===== src/rtl/core/mlsq_pkg.sv =====
package mlsq_pkg;

  localparam int NUM_LISTS  = 16;
  localparam int POOL_DEPTH = 64;
  localparam int DATA_WIDTH = 32;

  localparam int OP_W  = 2;
  localparam int ID_W  = 4;
  localparam int VAL_W = 32;
  localparam int ST_W  = 3;

  localparam int LIST_IW  = (NUM_LISTS > 1) ? $clog2(NUM_LISTS) : 1;
  localparam int ID_EXT_W = ((LIST_IW > ID_W) ? LIST_IW : ID_W) + 1;
  localparam int PTR_W    = $clog2(POOL_DEPTH);
  localparam int CNT_W    = $clog2(POOL_DEPTH + 1);

  localparam logic [OP_W-1:0] OP_CREATE = 2'd0;
  localparam logic [OP_W-1:0] OP_PUSH   = 2'd1;
  localparam logic [OP_W-1:0] OP_POP    = 2'd2;

  typedef enum logic [ST_W-1:0] {
    ST_OK      = 3'd0,
    ST_EXISTS  = 3'd1,
    ST_NO_LIST = 3'd2,
    ST_EMPTY   = 3'd3,
    ST_FULL    = 3'd4
  } status_t;

  typedef struct packed {
    logic latch;
    logic eval;
    logic mem;
    logic link;
  } cmd_t;

  typedef struct packed {
    logic need_mem;
    logic need_link;
  } sts_t;

endpackage


===== src/rtl/core/mlsq_ram.sv =====
module mlsq_ram #(
  parameter int WIDTH = 8,
  parameter int DEPTH = 16
) (
  input  logic                                   clk,
  input  logic                                   we,
  input  logic [((DEPTH > 1) ? $clog2(DEPTH) : 1)-1:0] waddr,
  input  logic [WIDTH-1:0]                       wdata,
  input  logic [((DEPTH > 1) ? $clog2(DEPTH) : 1)-1:0] raddr,
  output logic [WIDTH-1:0]                       rdata
);

  logic [WIDTH-1:0] mem [DEPTH];

  always_ff @(posedge clk) begin
    if (we) begin
      mem[waddr] <= wdata;
    end
    rdata <= mem[raddr];
  end

endmodule


===== src/rtl/core/mlsq_ctrl.sv =====
module mlsq_ctrl (
  input  logic           clk,
  input  logic           rst_n,
  input  logic           start,
  input  mlsq_pkg::sts_t sts,
  output mlsq_pkg::cmd_t cmd,
  output logic           busy,
  output logic           out_valid
);

  typedef enum logic [1:0] {
    S_IDLE,
    S_EVAL,
    S_MEM,
    S_LINK
  } state_t;

  state_t state_r;
  logic   out_valid_r;

  always_ff @(posedge clk) begin
    if (!rst_n) begin
      state_r     <= S_IDLE;
      out_valid_r <= 1'b0;
    end else begin
      case (state_r)
        S_IDLE: begin
          out_valid_r <= 1'b0;
          if (start) begin
            state_r <= S_EVAL;
          end
        end
        S_EVAL: begin
          if (sts.need_mem) begin
            state_r     <= S_MEM;
            out_valid_r <= 1'b0;
          end else begin
            state_r     <= S_IDLE;
            out_valid_r <= 1'b1;
          end
        end
        S_MEM: begin
          if (sts.need_link) begin
            state_r     <= S_LINK;
            out_valid_r <= 1'b0;
          end else begin
            state_r     <= S_IDLE;
            out_valid_r <= 1'b1;
          end
        end
        S_LINK: begin
          state_r     <= S_IDLE;
          out_valid_r <= 1'b1;
        end
        default: begin
          state_r     <= S_IDLE;
          out_valid_r <= 1'b0;
        end
      endcase
    end
  end

  always_comb begin
    cmd.latch = (state_r == S_IDLE) && start;
    cmd.eval  = (state_r == S_EVAL);
    cmd.mem   = (state_r == S_MEM);
    cmd.link  = (state_r == S_LINK);
  end

  assign busy      = (state_r != S_IDLE);
  assign out_valid = out_valid_r;

endmodule


===== src/rtl/core/mlsq_dp.sv =====
module mlsq_dp (
  input  logic                                  clk,
  input  logic                                  rst_n,
  input  mlsq_pkg::cmd_t                        cmd,
  output mlsq_pkg::sts_t                        sts,
  input  logic [mlsq_pkg::OP_W-1:0]             in_op,
  input  logic [mlsq_pkg::ID_W-1:0]             in_list_id,
  input  logic                                  in_make_stack,
  input  logic signed [mlsq_pkg::VAL_W-1:0]     in_push_value,
  output logic [mlsq_pkg::ST_W-1:0]             out_status,
  output logic signed [mlsq_pkg::VAL_W-1:0]     out_popped_value
);

  localparam int NL = mlsq_pkg::NUM_LISTS;
  localparam int PD = mlsq_pkg::POOL_DEPTH;
  localparam int DW = mlsq_pkg::DATA_WIDTH;
  localparam int PW = mlsq_pkg::PTR_W;
  localparam int CW = mlsq_pkg::CNT_W;
  localparam int IW = mlsq_pkg::LIST_IW;
  localparam int XW = mlsq_pkg::ID_EXT_W;

  logic [mlsq_pkg::OP_W-1:0] req_op_r;
  logic [IW-1:0]             req_idx_r;
  logic                      req_valid_r;
  logic                      req_stack_r;
  logic [DW-1:0]             req_val_r;

  logic          exists_r [NL];
  logic          stack_r  [NL];
  logic          items_r  [NL];
  logic [PW-1:0] head_r   [NL];
  logic [PW-1:0] tail_r   [NL];

  logic [PW-1:0] free_head_r;
  logic [CW-1:0] free_cnt_r;
  logic          link_vld_r [PD];

  logic [PW-1:0] e_r;
  logic [PW-1:0] prev_tail_r;
  logic [PW-1:0] rd_idx_r;
  logic          rd_vld_r;

  logic [mlsq_pkg::ST_W-1:0]  out_status_r;
  logic [mlsq_pkg::VAL_W-1:0] out_pop_r;

  logic [XW-1:0]     id_ext;
  logic [63:0]       push_ext;
  logic [63:0]       pop_ext;
  logic              cur_exists;
  logic              cur_stack;
  logic              cur_items;
  logic [PW-1:0]     cur_head;
  logic [PW-1:0]     cur_tail;
  mlsq_pkg::status_t st_comb;
  logic              is_push;
  logic              is_pop;
  logic              respond;
  logic [PW-1:0]     rd_addr;
  logic [PW-1:0]     link_rdata;
  logic [PW-1:0]     link_rd;
  logic              link_we;
  logic [PW-1:0]     link_waddr;
  logic [PW-1:0]     link_wdata;
  logic              val_we;
  logic [DW-1:0]     val_rdata;

  assign id_ext   = XW'(in_list_id);
  assign push_ext = 64'($unsigned(in_push_value));
  assign pop_ext  = 64'(val_rdata);

  assign cur_exists = req_valid_r && exists_r[req_idx_r];
  assign cur_stack  = stack_r[req_idx_r];
  assign cur_items  = items_r[req_idx_r];
  assign cur_head   = head_r[req_idx_r];
  assign cur_tail   = tail_r[req_idx_r];
  assign is_push    = (req_op_r == mlsq_pkg::OP_PUSH);
  assign is_pop     = (req_op_r == mlsq_pkg::OP_POP);

  always_comb begin
    case (req_op_r)
      mlsq_pkg::OP_CREATE: begin
        if (!req_valid_r) begin
          st_comb = mlsq_pkg::ST_NO_LIST;
        end else if (exists_r[req_idx_r]) begin
          st_comb = mlsq_pkg::ST_EXISTS;
        end else begin
          st_comb = mlsq_pkg::ST_OK;
        end
      end
      mlsq_pkg::OP_PUSH: begin
        if (!cur_exists) begin
          st_comb = mlsq_pkg::ST_NO_LIST;
        end else if (free_cnt_r == '0) begin
          st_comb = mlsq_pkg::ST_FULL;
        end else begin
          st_comb = mlsq_pkg::ST_OK;
        end
      end
      mlsq_pkg::OP_POP: begin
        if (!cur_exists) begin
          st_comb = mlsq_pkg::ST_NO_LIST;
        end else if (!cur_items) begin
          st_comb = mlsq_pkg::ST_EMPTY;
        end else begin
          st_comb = mlsq_pkg::ST_OK;
        end
      end
      default: begin
        st_comb = mlsq_pkg::ST_OK;
      end
    endcase
  end

  assign sts.need_mem  = (st_comb == mlsq_pkg::ST_OK) && (is_push || is_pop);
  assign sts.need_link = is_push && !cur_stack && cur_items;

  assign respond = (cmd.eval && !sts.need_mem) || (cmd.mem && !sts.need_link) || cmd.link;

  assign rd_addr = is_pop ? cur_head : free_head_r;

  // never-written link entries read as their reset value: next entry, wrapping
  assign link_rd = rd_vld_r ? link_rdata :
                   ((rd_idx_r == PW'(PD - 1)) ? '0 : rd_idx_r + 1'b1);

  always_comb begin
    link_we    = cmd.mem || cmd.link;
    link_waddr = e_r;
    link_wdata = '0;
    if (cmd.link) begin
      link_waddr = prev_tail_r;
      link_wdata = e_r;
    end else if (is_pop) begin
      link_wdata = free_head_r;
    end else if (cur_stack && cur_items) begin
      link_wdata = cur_head;
    end
  end

  assign val_we = cmd.mem && is_push;

  mlsq_ram #(.WIDTH(PW), .DEPTH(PD)) u_link_ram (
    .clk   (clk),
    .we    (link_we),
    .waddr (link_waddr),
    .wdata (link_wdata),
    .raddr (rd_addr),
    .rdata (link_rdata)
  );

  mlsq_ram #(.WIDTH(DW), .DEPTH(PD)) u_val_ram (
    .clk   (clk),
    .we    (val_we),
    .waddr (e_r),
    .wdata (req_val_r),
    .raddr (rd_addr),
    .rdata (val_rdata)
  );

  always_ff @(posedge clk) begin
    rd_idx_r <= rd_addr;
    rd_vld_r <= link_vld_r[rd_addr];

    if (cmd.latch) begin
      req_op_r    <= in_op;
      req_valid_r <= (id_ext < XW'(NL));
      req_idx_r   <= id_ext[IW-1:0];
      req_stack_r <= in_make_stack;
      req_val_r   <= push_ext[DW-1:0];
    end

    if (cmd.eval) begin
      e_r         <= rd_addr;
      prev_tail_r <= cur_tail;
    end

    if (respond) begin
      out_status_r <= cmd.eval ? st_comb : mlsq_pkg::ST_OK;
      out_pop_r    <= (cmd.mem && is_pop) ? pop_ext[mlsq_pkg::VAL_W-1:0] : '0;
    end

    if (cmd.mem && is_push) begin
      if (!cur_items) begin
        head_r[req_idx_r] <= e_r;
        tail_r[req_idx_r] <= e_r;
      end else if (cur_stack) begin
        head_r[req_idx_r] <= e_r;
      end else begin
        tail_r[req_idx_r] <= e_r;
      end
    end

    if (cmd.mem && is_pop && (e_r != cur_tail)) begin
      head_r[req_idx_r] <= link_rd;
    end

    if (!rst_n) begin
      free_head_r <= '0;
      free_cnt_r  <= CW'(PD);
      for (int i = 0; i < NL; i++) begin
        exists_r[i] <= 1'b0;
        stack_r[i]  <= 1'b0;
        items_r[i]  <= 1'b0;
      end
      for (int j = 0; j < PD; j++) begin
        link_vld_r[j] <= 1'b0;
      end
    end else begin
      if (link_we) begin
        link_vld_r[link_waddr] <= 1'b1;
      end
      if (cmd.eval && (req_op_r == mlsq_pkg::OP_CREATE) && (st_comb == mlsq_pkg::ST_OK)) begin
        exists_r[req_idx_r] <= 1'b1;
        stack_r[req_idx_r]  <= req_stack_r;
        items_r[req_idx_r]  <= 1'b0;
      end
      if (cmd.mem && is_push) begin
        free_head_r         <= link_rd;
        free_cnt_r          <= free_cnt_r - 1'b1;
        items_r[req_idx_r]  <= 1'b1;
      end
      if (cmd.mem && is_pop) begin
        free_head_r <= e_r;
        if (free_cnt_r < CW'(PD)) begin
          free_cnt_r <= free_cnt_r + 1'b1;
        end
        if (e_r == cur_tail) begin
          items_r[req_idx_r] <= 1'b0;
        end
      end
    end
  end

  assign out_status       = out_status_r;
  assign out_popped_value = out_pop_r;

endmodule


===== src/rtl/core/multi_list_stack_queue_engine_core.sv =====
// Steps: accept start in idle, evaluate; create, errors and op 3 end there;
//   pop, stack push and first push to a queue add a memory step; queue push adds
//   a link step. A new start is taken only once idle again; the steps follow from
//   the registered link RAM read and one write port (queue push: two link writes).
// Reset (rst_n low, synchronous): no lists, all 64 entries free, out_valid low.
// Results are strobed for one cycle; the receiver cannot stall.
module multi_list_stack_queue_engine_core (
  input  logic                              clk,
  input  logic                              rst_n,
  input  logic                              start,
  output logic                              busy,
  input  logic [mlsq_pkg::OP_W-1:0]         in_op,
  input  logic [mlsq_pkg::ID_W-1:0]         in_list_id,
  input  logic                              in_make_stack,
  input  logic signed [mlsq_pkg::VAL_W-1:0] in_push_value,
  output logic                              out_valid,
  output logic [mlsq_pkg::ST_W-1:0]         out_status,
  output logic signed [mlsq_pkg::VAL_W-1:0] out_popped_value
);

  mlsq_pkg::cmd_t cmd;
  mlsq_pkg::sts_t sts;

  mlsq_ctrl u_ctrl (
    .clk       (clk),
    .rst_n     (rst_n),
    .start     (start),
    .sts       (sts),
    .cmd       (cmd),
    .busy      (busy),
    .out_valid (out_valid)
  );

  mlsq_dp u_dp (
    .clk              (clk),
    .rst_n            (rst_n),
    .cmd              (cmd),
    .sts              (sts),
    .in_op            (in_op),
    .in_list_id       (in_list_id),
    .in_make_stack    (in_make_stack),
    .in_push_value    (in_push_value),
    .out_status       (out_status),
    .out_popped_value (out_popped_value)
  );

endmodule


===== config.mk =====
export PLATFORM = sky130hd
export DESIGN_NAME = multi_list_stack_queue_engine_core
export DESIGN_NICKNAME = d
export VERILOG_FILES = /design/src/rtl/core/mlsq_pkg.sv /design/src/rtl/core/mlsq_ram.sv /design/src/rtl/core/mlsq_ctrl.sv /design/src/rtl/core/mlsq_dp.sv /design/src/rtl/core/multi_list_stack_queue_engine_core.sv
export SDC_FILE = /design/constraint.sdc
export NUM_CORES = 2
export LEC_CHECK = 0
export ABC_AREA = 1
export BUFFER_PORTS_ARGS = -buffer_cell sky130_fd_sc_hd__buf_2
export CAP_MARGIN = 15
export CORE_MARGIN = 2
export CORE_UTILIZATION = 55
export CTS_BUF_LIST = sky130_fd_sc_hd__clkbuf_4
export DETAILED_ROUTE_END_ITERATION = 10
export PLACE_DENSITY = 0.71
export SYNTH_ARGS = -nofsm -noshare
export SYNTH_HDL_FRONTEND = slang
export SYNTH_SLANG_ARGS = --single-unit

===== constraint.sdc =====
create_clock -name clk -period 4.4 [get_ports clk]
set_input_delay 0.44 -clock clk [delete_from_list [all_inputs] [get_ports clk]]
set_output_delay 0.44 -clock clk [all_outputs]
set_load 0.03 [all_outputs]

* After elaboration in Yosys (flattened, before gate mapping) *
Memory sizes are Yosys's and may differ from the RTL's. A register that Yosys moved wholly into a read port is not among the register bits.
Cells that the tools add are included.

operators by class
  $add $sub $neg = 3
  magnitude comparators = 2
  equal/unequal tests = 9
  mux-type cells = 77
  bitwise operators = 5
  reduce and logical (&&, ||, !) cells = 30

operators by type and width
  kind                 count
  $mux 6               13
  $mux 1               42
  $mux 4               8
  $mux 7               3
  $logic_and 1x1->1    13
  $mux 3               4
  $pmux 3 s3           1
  $mux 2               4
  $pmux 2 s4           1
  $add 7x1->7 const B  1
  $logic_not 7->1      1
  $lt 7x7->1 const B   1
  $sub 7x1->7 const B  1
  $add 6x1->6 const B  1
  $eq 2x2->1 const B   3
  $eq 6x6->1           1
  $eq 6x6->1 const B   1
  $ne 6x6->1           1
  $lt 4x5->1 const B   1
  $or 1x1->1           5
  $eq 2x1->1 const B   2
  $logic_not 2->1      2
  $logic_or 1x1->1     4
  $pmux 1 s4           1
  other kinds (5)      11

word-level totals
  bits in registers = 109
  RAM bits = 2,736
  bits of input ports = 42
  output and inout bits = 37
  memories = 8

memory list
  name                 depth  bits a word  rd ports  clocked after memory_dff  wr ports  RTL line        source
  u_dp.u_val_ram.mem   64     32           1         1                         1         mlsq_ram.sv:13  logic [WIDTH-1:0] mem [DEPTH];
  u_dp.u_link_ram.mem  64     6            1         1                         1         mlsq_ram.sv:13
  u_dp.head_r          16     6            1         1                         1         mlsq_dp.sv:31   logic [PW-1:0] head_r [NL];
  u_dp.tail_r          16     6            1         1                         1         mlsq_dp.sv:32   logic [PW-1:0] tail_r [NL];
  u_dp.link_vld_r      64     1            1         1                         64        mlsq_dp.sv:36   logic link_vld_r [PD];
  u_dp.exists_r        16     1            1         1                         16        mlsq_dp.sv:28   logic exists_r [NL];
  2 more memories      --     --           --        --                        --        --

* Longest topological paths before layout *
  depth after elaboration = 13
  mapped depth = 20
  mapped depth without buffers = 17

* Cells and area by module *
A second synthesis with hierarchy kept.

second synthesis, totals
  cells, all modules = 9,946
  area total of the unflattened synthesis = 116,350.3 um2

by module, submodules not included
  module                      times used  cells each  area each (um2)  seq. area each (um2)
  mlsq_ram (u_dp.u_val_ram)   1           6,769       82,738.1         62,139.6
  mlsq_dp                     1           1,777       17,533.1         11,070.6
  mlsq_ram (u_dp.u_link_ram)  1           1,376       15,930.3         11,651.2
  mlsq_ctrl                   1           24          148.9            60.1

* Worst setup path before layout *
Ideal clock, no wire load.

  path kind = reg2reg
  start point = register with a tool-made name
  end point = memory u_dp.u_link_ram.mem[0][0] (netlist bit) (data pin)
  setup time = 0.588 ns
  arrival = 3.445 ns
  required time = 3.812 ns
  path slack = 0.368 ns
  cell stages (with the launch flop) = 14
  buffers on the path = 4
  cell sequence = dfxtp_1 buf_6 inv_8 buf_6 buf_4 buf_2 o21ai_0 o221ai_1 o211ai_1 nand2_1 nand2_1 inv_1 nand3_1 a31oi_1

RTL lines
  item           RTL line
  end, declared  mlsq_ram.sv:13

==> results.toml <==
[outcome]
outcome = "finished, final reports clean"

[place]
port_buffers = 78
pre_cts_ws_ps = 420.8
dpl_cell_area_sq_um = 130400
place_inst = 14659
gp_congestion = 0.8781
hpwl_mm = 196.6

[grt]
grt_pass1_wl_mm = 536.1
antenna_found_initial = 8
grt_max_degree = 135
track_usage = 0.3059
overflow = 0
first_global_vias = 89133

[clock_network]
clk_pin_slew_worst_paths_ps = 60
cts_sinks = 2887
post_cts_resized = 0
cts_tree = "yes"
clockBufferDepth = 4
root_buffer = "clkbuf_4"
clk_latency_ps = 1540
cts_buffers = 721
htreeDepth = 6

[floorplan]
start_util = 0.5522
die_w_microns = 481.4
fp.dieH_microns = 481.4
fp.dieArea_sq_um = 231800
rows = 175
core_sq_um = 227100
ios = 79

[final_layout]
nFillCells = 17740
multi_input_area_sq_um = 29680
finalNetCount = 12503
final_cell_area_sq_um = 140200
area_delta_synth_final_pct = 11.85
regArea_sq_um = 84930
finalNonFillerCells = 16007
drive_gt1_frac = 0.1276

[sta]
finClkSkew_ps = 131.6
setup_viol = 0
worst_slew_pin_slew_ps = 1133
setup_slack_ps = 260.6
fin_crit_ps = 4139
rsz0062_at_grt = "false"
fmax_mhz = 241.6
holdWs_ps = 161.3
setup_tns_ps = 0
finalHoldViolations = 0
relSlewSlack = 0.2420
maxSlewViolCount = 0
finalCritPeriodShare = 0.9408

[routing]
post_drt_wl_per_cell_microns = 22.43
drtIter0Drc = 12933
drc = 0
num_vias = 91882
ant_nets = 0
vias_per_cell = 5.740
drt-pass1-iter-count = 9
drt-total-wl_mm = 359.0

[power]
power_frac_comb = 0.100
swShare = 0.2616
pwr-share-clk = 0.379
p_leak_nw = 57.29
intPower_w = 0.04326
pwr-share-seq = 0.521
p_switching_w = 0.01533
ir_drop_uv = 351.0
power_density_nw_per_um2 = 417.8

[setup_path]
critPathCaptureType = "register"
cp.required_ps = 5750
start_kind = "register"
critPathMostFrequentCell = "nand3_1"
crit_fanout = 115
slowest_stage = "buf_4"
critPathMaxStageDelay_ps = 820
cp.arrival_ps = 5490
cp_cell_sequence = "inv_8 > nor2_1 > o221ai_1 > nand3_1 > nand2_1 > o21ai_4 > buf_4 > nand3_1 > nand3_1 > nand3_1 > nand2_1"
worstSetupPathType = "reg2reg"

[synth]
synth-async-reset-ratio = 0
avgSynthCellArea_sq_um = 10.51
ys_seq_elements = 2887
synth_area_sq_um = 125400
synth_cells = 11924
synth-edff-count = 2710
seq_area_frac_synth = 0.6773
synthTopCellsByArea = "edfxtp_1 (65%), nand3_1 (11%), nand2_1 (6.8%), inv_1 (6.3%), dfxtp_1 (2.8%)"
yosysTopAreaCell = "edfxtp_1"
ys.flop_type = "edfxtp_1"
synth_nets = 11973
yosysMostFrequentCell = "edfxtp_1"
yosys_warnings = 0
synth_top_area_frac = 0.6491
synth_common_cells = "edfxtp_1 (2,710), nand3_1 (2,702), nand2_1 (2,266)"
synth_cell_types = 45

[min_path]
hold_class = "in2reg"

[flow_run]
maxCapViolCount = 0
-- through the flow --
stage / utilization / total power, W
after CTS: 0.6175 / 0.05870
after floorplan: - / 0.03450
after global placement: 0.5744 / 0.03667
after detailed placement: 0.5744 / 0.03675
final: 0.6176 / 0.05859
after global routing: 0.6176 / 0.06058
-- cell usage in the layout (no fill, tap or decap), types with 4 or more instances in the layout --
| cell type | instances |
|---|---|
| inv_2 | 18 |
| clkinv_2 | 16 |
| diode_2 | 7 |
| nor2_1 | 448 |
| o21ai_1 | 26 |
| nand4_1 | 7 |
| clkinv_1 | 153 |
| a21oi_1 | 26 |
| xor2_1 | 9 |
| nand2_2 | 14 |
| nand3_1 | 2702 |
| clkinvlp_4 | 9 |
| o22ai_1 | 11 |
| inv_1 | 2105 |
| ha_1 | 7 |
| edfxtp_1 | 2710 |
| bufinv_16 | 7 |
| dlygate4sd3_1 | 81 |
| buf_4 | 267 |
| dfxtp_1 | 175 |
| nand2_1 | 2261 |
| o21ai_0 | 130 |
| clkbuf_4 | 1064 |
| a31oi_4 | 6 |
| nor2_4 | 67 |
| buf_2 | 78 |
| o221ai_1 | 14 |
| nand3b_1 | 390 |
| o211ai_1 | 39 |
| buf_12 | 84 |
| nor3_1 | 27 |
| o21ai_4 | 4 |
-- power groups by stage --
| stage | Clock [W] | Sequential (W) | Combinational (W) |
|---|---|---|---|
| 2_1_floorplan | 0 | 0.0312 | 0.00334 |
| 3_3_place_gp | 0 | 0.0311 | 0.00557 |
| 3_5_place_dp | 0 | 0.0311 | 0.00566 |
| 4_1_cts | 0.0225 | 0.0305 | 0.00574 |
| 5_1_grt | 0.0238 | 0.0305 | 0.00628 |
| 6_report | 0.0222 | 0.0305 | 0.00588 |
-- timing repair --
item | 4_1_cts | 5_1_grt
endpoints found under the hold margin | 148 | 0
hold buffers | 81 | 0
buffers inserted | 0 | 0
-- per-layer routing --
layer | wire length (microns) | vias up | track usage
met5 | 11 | - | 0
met4 | 16630 | 2 | 0.1486
met3 | 45120 | 1004 | 0.06934
met2 | 164400 | 6099 | 0.4764
met1 | 132800 | 43652 | 0.4080
li1 | - | 41125 | -
-- area by class of cell --
class                   count  area share
multi-input cells        6215      0.2116
well taps                3009     0.02685
flip-flops and latches   2887      0.6056
clock buffers            1064     0.05696
inverters                2119     0.05690
diodes                      7   0.0001249
repair buffers            510     0.03485
clock inverters           196    0.007049
-- worst max-delay path: cells and delay by family, from the launching register on --
family	cells	cell delay, ps
AND/OR/NAND/NOR	7	1500
AO/OA/AOI/OAI	2	480
buffers and inverters	2	1190
flip-flops	1	720
-- logic make-up after synthesis --
logic type               count (synthesis)  share of synthesized area
adder cells (fa/ha/maj)                  7                  0.0006985
AND/OR/NAND/NOR                       5931                     0.2176
AO/OA/AOI/OAI                          266                    0.01235
XOR/XNOR                                10                  0.0006986
flip-flops                            2887                     0.6773
buffers and inverters                 2822                    0.09127
multiplexers                             1                 0.00007984
-- final timing paths --
check	slack, ps	startpoint	end	depth (start not counted)
worst max-delay path	260	register	u_dp.u_val_ram.rdata[20]	11
worst min-delay path	160	rst_n	u_dp.free_cnt_r[6]	4
worst max register to register	260	register	u_dp.u_val_ram.rdata[20]	11
worst min register to register	460	u_dp.exists_r[0]	u_dp.exists_r[0]	2
-- state kept, by name, summed over array words and instances, names as in the netlist, 32 cells and up, named ones only --
name                   cells
u_dp.out_popped_value     32
u_dp.u_val_ram.rdata      32
u_dp.head_r               96
u_dp.u_link_ram.mem      384
u_dp.req_val_r            32
u_dp.link_vld_r           64
u_dp.tail_r               96
u_dp.u_val_ram.mem      2048
(Power assumes the default switching activity.)
